===== src/rtl/heat_stencil_3d_7pt_core_macros.svh =====
// ----------------------------------------------------------------------------
// heat stencil core assertion macros
// concurrent assertion wrappers, compiled out when SYNTH is defined
// ----------------------------------------------------------------------------
`ifndef HEAT_STENCIL_3D_7PT_CORE_MACROS_SVH
`define HEAT_STENCIL_3D_7PT_CORE_MACROS_SVH

`ifndef SYNTH

// property holds at every clock edge outside reset
`define HS3D7_ASSERT(lbl, clk, rst_n, prop, msg) \
	lbl: assert property (@(posedge clk) disable iff (!rst_n) (prop)) else $error(msg);

// antecedent implies consequent in the following cycle
`define HS3D7_ASSERT_NEXT(lbl, clk, rst_n, ante, cons, msg) \
	lbl: assert property (@(posedge clk) disable iff (!rst_n) (ante) |=> (cons)) else $error(msg);

`else

`define HS3D7_ASSERT(lbl, clk, rst_n, prop, msg)
`define HS3D7_ASSERT_NEXT(lbl, clk, rst_n, ante, cons, msg)

`endif

`endif


===== src/rtl/hs3d7_pkg.sv =====
// ----------------------------------------------------------------------------
// hs3d7_pkg
// shared types and constants of the seven-point heat stencil core
// ----------------------------------------------------------------------------
package hs3d7_pkg;

	localparam int VAL_W  = 24;
	localparam int PART_W = VAL_W + 2;
	localparam int SUM_W  = VAL_W + 3;
	localparam int CFG_W  = 6;

	typedef logic [VAL_W-1:0] val_t;

	// the seven stencil taps around one center cell
	typedef struct packed {
		val_t nb_ip;
		val_t nb_jp;
		val_t nb_kp;
		val_t ctr;
		val_t nb_km;
		val_t nb_jm;
		val_t nb_im;
	} taps_t;

	// per-cell control traveling with the taps
	typedef struct packed {
		logic interior;
		logic last;
	} meta_t;

endpackage


===== src/rtl/hs3d7_sum.sv =====
// ----------------------------------------------------------------------------
// hs3d7_sum
// stencil adder pipeline and output register
// ----------------------------------------------------------------------------
`include "heat_stencil_3d_7pt_core_macros.svh"

module hs3d7_sum (
	input  logic                 clk,
	input  logic                 arst_n,
	input  logic                 in_valid,
	output logic                 in_ready,
	input  hs3d7_pkg::taps_t     taps,
	input  hs3d7_pkg::meta_t     meta,
	output logic                 m_valid,
	input  logic                 m_ready,
	output hs3d7_pkg::val_t      m_value,
	output logic                 m_last
);

	logic                            v_s2;
	logic [hs3d7_pkg::PART_W-1:0]    sa_s2, sb_s2;
	hs3d7_pkg::val_t                 ctr_s2;
	hs3d7_pkg::meta_t                meta_s2;
	logic                            out_free, move1;
	logic [hs3d7_pkg::SUM_W-1:0]     total;

	assign out_free = !m_valid || m_ready;
	assign in_ready = !v_s2 || out_free;
	assign move1    = in_valid && in_ready;
	assign total    = {1'b0, sa_s2} + {1'b0, sb_s2};

	always_ff @(posedge clk or negedge arst_n) begin
		if (!arst_n) begin
			v_s2    <= 1'b0;
			m_valid <= 1'b0;
		end else begin
			if (in_ready) begin
				v_s2 <= in_valid;
			end
			if (out_free) begin
				m_valid <= v_s2;
			end
		end
	end

	always_ff @(posedge clk) begin
		if (move1) begin
			sa_s2   <= {2'b00, taps.nb_ip} + {2'b00, taps.nb_jp}
				+ {2'b00, taps.nb_kp} + {2'b00, taps.nb_im};
			sb_s2   <= {1'b0, taps.ctr, 1'b0} + {2'b00, taps.nb_km} + {2'b00, taps.nb_jm};
			ctr_s2  <= taps.ctr;
			meta_s2 <= meta;
		end
		if (v_s2 && out_free) begin
			m_value <= meta_s2.interior ? total[hs3d7_pkg::SUM_W-1:3] : ctr_s2;
			m_last  <= meta_s2.last;
		end
	end

	`HS3D7_ASSERT_NEXT(a_s2_holds, clk, arst_n, v_s2 && m_valid && !m_ready, v_s2 && $stable(sa_s2) && $stable(sb_s2), "stalled stencil sum changed")

endmodule


===== config.mk =====
export PLATFORM = sky130hd
export DESIGN_NAME = hs3d7_sum
export DESIGN_NICKNAME = d
export VERILOG_FILES = /design/src/rtl/hs3d7_pkg.sv /design/src/rtl/hs3d7_sum.sv
export VERILOG_INCLUDE_DIRS = /design/src /design/src/rtl
export SDC_FILE = /design/constraint.sdc
export NUM_CORES = 1
export LEC_CHECK = 0
export ABC_AREA = 1
export BUFFER_PORTS_ARGS = -buffer_cell sky130_fd_sc_hd__buf_2
export CORE_MARGIN = 2
export CORE_UTILIZATION = 62
export CTS_CLUSTER_DIAMETER = 150
export CTS_CLUSTER_SIZE = 40
export DETAILED_ROUTE_END_ITERATION = 6
export MAX_ROUTING_LAYER = met4
export PLACE_DENSITY = 0.88
export SLEW_MARGIN = 10
export SYNTH_ARGS = -nofsm -noshare
export SYNTH_HDL_FRONTEND = slang
export SYNTH_SLANG_ARGS = --single-unit
export TNS_END_PERCENT = 5

===== constraint.sdc =====
create_clock -name clk -period 5.8 [get_ports clk]
set_clock_uncertainty 0.15 [all_clocks]
set_input_delay 0.58 -clock clk [delete_from_list [all_inputs] [get_ports clk]]
set_output_delay 0.58 -clock clk [all_outputs]
set_load 0.05 [all_outputs]

**Word-level counts from Yosys, hierarchy flattened**

Index checks and enable logic that the tools add are counted.
W data, S select, Z words.

- Flip-flop bits (word level): 105
- Bits of input ports: 174
- Output and inout port bits: 27
- Word-level logic and storage cells: 22

- Add/subtract/negate cells: 6
- Multiplexer cells: 1
- Reduce and logical (&&, ||, !) cells: 6

Operator list:

| operator | count |
|---|---|
| $add A25 B24 Y26 | 2 |
| $add A26 B24 Y26 | 2 |
| $add A26 B26 Y27 | 1 |
| $add A24 B24 Y25 | 1 |
| $mux W24 | 1 |
| $logic_and A1 B1 Y1 | 2 |
| $logic_not A1 Y1 | 2 |
| $logic_or A1 B1 Y1 | 2 |

**Longest topological paths before layout**

- Depth after elaboration: 4
- Depth in mapped cells: 15
- Mapped depth without buffers: 15

**Worst setup path after synthesis**

No wires, ideal clock.

- Path type: register to register
- From: reg m_valid
- To: reg ctr_s2[0] (enable)
- Library setup time: 432 ps
- Data arrival time: 2,779 ps
- Data required time: 5,218 ps
- Slack: 2,439 ps
- Cell stages (with the launch flop): 4
- Buffers on the path: 0
- Clock period less this slack: 3,361 ps
- Path through: dfrtp_1 > nand3_1 > nand2_1 > inv_1

- Cells in the longest elaborated chain, start to end: 4

Ends and longest elaborated chain:

| element | line | text |
|---|---|---|
| start: declaration | hs3d7_sum.sv:14 | `output logic m_valid,` |
| start signal: assignment | hs3d7_sum.sv:41 | `m_valid <= v_s2;` |
| $logic_not A1 Y1 | hs3d7_sum.sv:27 | `assign out_free = !m_valid \|\| m_ready;` |
| $logic_or A1 B1 Y1 | hs3d7_sum.sv:27 |  |
| $logic_or A1 B1 Y1 | hs3d7_sum.sv:28 | `assign in_ready = !v_s2 \|\| out_free;` |
| via in_ready | hs3d7_sum.sv:11 | `output logic in_ready,` |
| $logic_and A1 B1 Y1 | hs3d7_sum.sv:29 | `assign move1 = in_valid && in_ready;` |
| via move1 | hs3d7_sum.sv:24 | `logic out_free, move1;` |
| end signal: assignment | hs3d7_sum.sv:51 | `ctr_s2 <= taps.ctr;` |
| end: declaration | hs3d7_sum.sv:22 | `hs3d7_pkg::val_t ctr_s2;` |

The timed path passes the listed nets, and every way through them passes these cells.
A chain may end at the register's enable or synchronous reset.

**Final worst setup path**

- From: in taps[1] in the netlist's numbering
- To: reg sa_s2[25] in the netlist's numbering, data pin

- Cells in the longest elaborated chain, start to end: 1

Ends and longest elaborated chain:

| element | line | text |
|---|---|---|
| start: declaration | hs3d7_sum.sv:12 | `input hs3d7_pkg::taps_t taps,` |
| $add A26 B24 Y26 | hs3d7_sum.sv:49 | `+ {2'b00, taps.nb_kp} + {2'b00, taps.nb_im};` |
| end signal: assignment | hs3d7_sum.sv:48 | `sa_s2 <= {2'b00, taps.nb_ip} + {2'b00, taps.nb_jp}` |
| end: declaration | hs3d7_sum.sv:21 | `logic [hs3d7_pkg::PART_W-1:0] sa_s2, sb_s2;` |

Every way passes these cells.

==> results by stage <==
Outcome:
- The run finished, with violations left.
- The final reports fail on design-rule violations.

Synthesis:
- Counting every net in the synthesized netlist gives 1558.
- sky130_fd_sc_hd__nand2_1 is the most common cell in the netlist.
- The cell area that synthesis handed to floorplanning was around 10000 µm².
- The synthesized design contains around 110 register bits.
- The largest area contributor in the netlist is sky130_fd_sc_hd__edfxtp_1.
- After synthesis, the netlist uses 39 different library cells.
- The commonest cells after synthesis are 330 x sky130_fd_sc_hd__nand2_1, 267 x sky130_fd_sc_hd__inv_1, 103 x sky130_fd_sc_hd__edfxtp_1, 75 x sky130_fd_sc_hd__ha_1, 72 x sky130_fd_sc_hd__fa_1.
- The post-synthesis average cell area is between 8 and 9 µm².
- For this run, the register share of the synthesized area comes to 0.314.
- During synthesis, Yosys emitted a total of 0 warnings.
- The share of the synthesized area in the top cell type is 0.309.
- By area the synthesized netlist is led by sky130_fd_sc_hd__edfxtp_1 31%, sky130_fd_sc_hd__fa_1 14%, sky130_fd_sc_hd__nand2_1 12%, sky130_fd_sc_hd__inv_1 10%, sky130_fd_sc_hd__ha_1 9.4%.
- In the synthesized netlist the dominant register cell turns out to be sky130_fd_sc_hd__edfxtp_1.
- After technology mapping, the gate count stands at between 1000 and 1500.
- After synthesis, the share of flip-flops with an asynchronous set or reset is 0.0190.
- Yosys mapped a number of flops with a built-in enable equal to 103.

Pwr:
- The switching power is approximately 2.1 mW.
- Of the total power, registers draw 0.262.
- The total internal power is 2.44 mW.
- Power comes to between 4 and 5 mW.
- VDD sags by at most around 0.0002 V.
- The static power due to leakage is between 6 and 7 nW.
- Of the total power, the share spent switching nets is 0.468.
- Of the total power, the clock network draws 0.147.
- Of the total power, combinational logic draws 0.591.
- The areal power density over the cells is slightly below 400 nW/µm².

Floorplanning:
- 201 I/O pins were placed.
- The floorplan step set the die width to approximately 130 µm.
- The floorplan die height is between 100 and 150 µm.
- Row generation in the floorplan step produced 46 rows.
- The die covers between 15000 and 20000 µm².
- The effective utilization at floorplan is 0.632.
- The region available for standard cell placement spans around 16000 µm².

GRT:
- The number of antenna violations at the first check in global routing is 0.
- The number of global-route vias before repair is between 8000 and 9000.
- The first global-routing pass estimated between 40 and 50 mm of wire.
- For this run, the total global-route usage over all layers was measured as 0.315.
- The residual overflow from global routing is 0.
- The pin count of the biggest net entering global routing is 61.

Timing:
- Setup slack on the critical path of the routed design comes to 2.52 ns.
- The transition time at the pin with the least slew margin is around 0.97 ns.
- The final count of pins violating max slew is 0.
- The sum of negative setup slack is 0 ns.
- The fraction of the cycle the final worst path needs is 0.565.
- The worst pin sits at a relative slew slack of 0.353.
- The hold violation total from the final report is 0.
- The worst path in the final design needs a cycle of ~3.3 ns, including I/O delays and setup.
- The number of endpoints failing setup at the final stage is 0.
- Timing would allow up to a little over 300 MHz.
- Setup repair after global routing left no endpoint under its margin.

Finish:
- The layout has 1200 filler cells.
- The number of inserted diodes is 0.
- At the end of the flow the core is filled with cells to 0.734.
- The total area of sequential cells is between 3000 and 4000 µm².
- In the final design database the tool counted approximately 1800 nets.
- The area of all placed cells without fillers is between 10000 and 15000 µm².
- Summing all multi-input logic gate instances after layout gives slightly below 6000 µm².
- The area growth from synthesis to layout is 16.1%.
- The proportion of layout cells with a drive suffix above 1 is 0.188.

CTS:
- The worst-skew pair later-pin latency is about 0.36 ns.
- The tree is rooted in a sky130_fd_sc_hd__clkbuf_16.
- The clock transition time at the flip-flop clock pins of the worst setup and hold paths is around 0.070 ns.
- Clock tree synthesis inserted a total of 9 buffers.
- The maximum root-to-sink buffer count is 2.
- The number of H-tree branching levels is 3.
- TritonCTS built the clock tree.
- The number of setup buffers added after CTS is 0.
- The clock sink count is about 110.

Critical path:
- The required arrival time at the worst endpoint is around 5.8 ns.
- STA classifies the critical path endpoint as a flip-flop.
- The critical path launch point type is an input pin.
- The critical path is of the input pin to flip-flop type.
- Of all nets on the critical path, the largest fanout is 4.
- At the worst endpoint, the arrival time is around 3.2 ns.

Place:
- The number of input and output port buffers inserted is 200.
- Timing analysis after detailed placement gives a worst setup slack of approximately 2.1 ns.
- The HPWL reported at the end of detailed placement is roughly 22 mm.
- The area of placed instances is between 10000 and 15000 µm².
- The global placement routability congestion is roughly 1.

Flow run:
- The count of max-cap constraint violations is 0.

Route:
- The routed wire length is 25.6 mm.
- The post-route antenna net violation count is 0.
- The violation count after the first detailed-route iteration is between 600 and 700.
- The top routing layer in use is met4.
- The wire length on met3 is 1.32 mm.
- Using the TritonRoute via totals, the vias-per-cell ratio works out to approximately 5.3.
- The total number of vias is ~8800.
- In the final routing, the length of wire on met1 measures about 9.8 mm.
- The length of routed met2 wiring is approximately 13 mm.
- The average detailed-routed wire length per instance is 15.4 µm.
- For this run, design rule violations remaining after detail routing come to 2.
- The length of the first detailed-routing pass in iterations is 7.

Hold path:
- The min-delay analysis places its worst path in the category input pin to flip-flop.
## worst paths after layout
check	from	endpoint	slack [ns]	depth (start not counted)
setup / recovery	taps[1]	sa_s2[25]$_DFFE_PP_	2.52	13
hold / removal	meta[1]	meta_s2[1]$_DFFE_PP_	0.26	1
max in group asynchronous	arst_n	m_valid$_DFFE_PN0P_	5.02	2
setup reg to reg	meta_s2[1]$_DFFE_PP_	m_value[23]$_DFFE_PP_	3.31	5
min in group asynchronous	arst_n	v_s2$_DFFE_PN0N_	0.38	2
hold reg to reg	meta_s2[0]$_DFFE_PP_	m_last$_DFFE_PP_	0.28	0
## critical path: stages
cell	delay [ns]
sky130_fd_sc_hd__buf_2	0.11
sky130_fd_sc_hd__fa_1	0.56
sky130_fd_sc_hd__fa_1	0.43
sky130_fd_sc_hd__ha_1	0.26
sky130_fd_sc_hd__fa_1	0.48
sky130_fd_sc_hd__nand3_1	0.14
sky130_fd_sc_hd__nand2_2	0.10
sky130_fd_sc_hd__a21oi_2	0.17
sky130_fd_sc_hd__inv_1	0.08
sky130_fd_sc_hd__nand2_1	0.06
sky130_fd_sc_hd__nand2_1	0.10
sky130_fd_sc_hd__nand2_1	0.10
sky130_fd_sc_hd__nand3_1	0.06
## cells in the final DEF, fill, tap and decap left out, types with 3 or more instances in the layout
cell type	instances
sky130_fd_sc_hd__nand2_1	330
sky130_fd_sc_hd__inv_1	266
sky130_fd_sc_hd__buf_2	200
sky130_fd_sc_hd__edfxtp_1	103
sky130_fd_sc_hd__ha_1	75
sky130_fd_sc_hd__fa_1	72
sky130_fd_sc_hd__a21oi_1	66
sky130_fd_sc_hd__nor2_1	65
sky130_fd_sc_hd__nand3_1	59
sky130_fd_sc_hd__xor2_1	28
sky130_fd_sc_hd__o21ai_0	25
sky130_fd_sc_hd__nand2_2	22
sky130_fd_sc_hd__xnor2_1	16
sky130_fd_sc_hd__nand4_1	14
sky130_fd_sc_hd__o21ai_1	12
sky130_fd_sc_hd__nor3_1	10
sky130_fd_sc_hd__nor2_2	9
sky130_fd_sc_hd__clkbuf_16	9
sky130_fd_sc_hd__a21oi_2	8
sky130_fd_sc_hd__o21bai_1	7
sky130_fd_sc_hd__a21o_1	6
sky130_fd_sc_hd__nand3b_1	6
sky130_fd_sc_hd__inv_2	4
sky130_fd_sc_hd__o21ai_2	4
sky130_fd_sc_hd__nor4_1	3
sky130_fd_sc_hd__a31oi_1	3
sky130_fd_sc_hd__and2_1	3
sky130_fd_sc_hd__clkinvlp_4	3
## registers in the layout (all words and copies together), names as in the netlist
name     count
ctr_s2      24
m_last       1
meta_s2      2
m_valid      1
m_value     24
sa_s2       26
sb_s2       26
v_s2         1
## layout make-up
type,count,share of cell area
clock buffers,10,0.0206
clock inverters,6,0.00786
inverters,270,0.0872
multi-input cells,857,0.502
flip-flops and latches,105,0.271
well taps,216,0.0233
repair buffers,203,0.0883
## per-stage QoR
| stage | instances | hold slack (ns) |
|---|---|---|
| floorplan | 1237 | 0.134 |
| detailed placement | 1650 | 0.219 |
| global placement | 1650 | 0.216 |
| finish | 1667 | 0.257 |
| CTS | 1667 | 0.257 |
| global route | 1667 | 0.255 |
## cell families (layout without fill, tap and decap cells)
family / Yosys count / count (layout) / synth area share
adder cells (fa/ha/maj): 147 / 147 / 0.238
XOR/XNOR: 44 / 44 / 0.0385
AND/OR/NAND/NOR: 529 / 529 / 0.228
buffers and inverters: 275 / 489 / 0.103
AO/OA/AOI/OAI: 137 / 137 / 0.0783
flip-flops: 105 / 105 / 0.314
## power groups by stage
stage / Sequential, mW / Clock (mW) / Combinational, mW
floorplan: 1.33 / 0 / 1.86
global placement: 1.21 / 0 / 2.63
detailed placement: 1.21 / 0 / 2.68
CTS: 1.20 / 0.678 / 2.70
global route: 1.22 / 0.708 / 3.05
finish: 1.20 / 0.675 / 2.71
## layer usage
metal,global-route usage,vias up
li1,-,4342
met1,0.347,4061
met2,0.566,340
met3,0.0358,85
met4,0.151,0
met5,-,-
## timing repair
item | CTS | global route
hold buffers | 1 | 0
endpoints found under the hold margin | 2 | 0
gates resized for setup | 0 | 0
No activity file was read; power rests on OpenSTA's default activity.
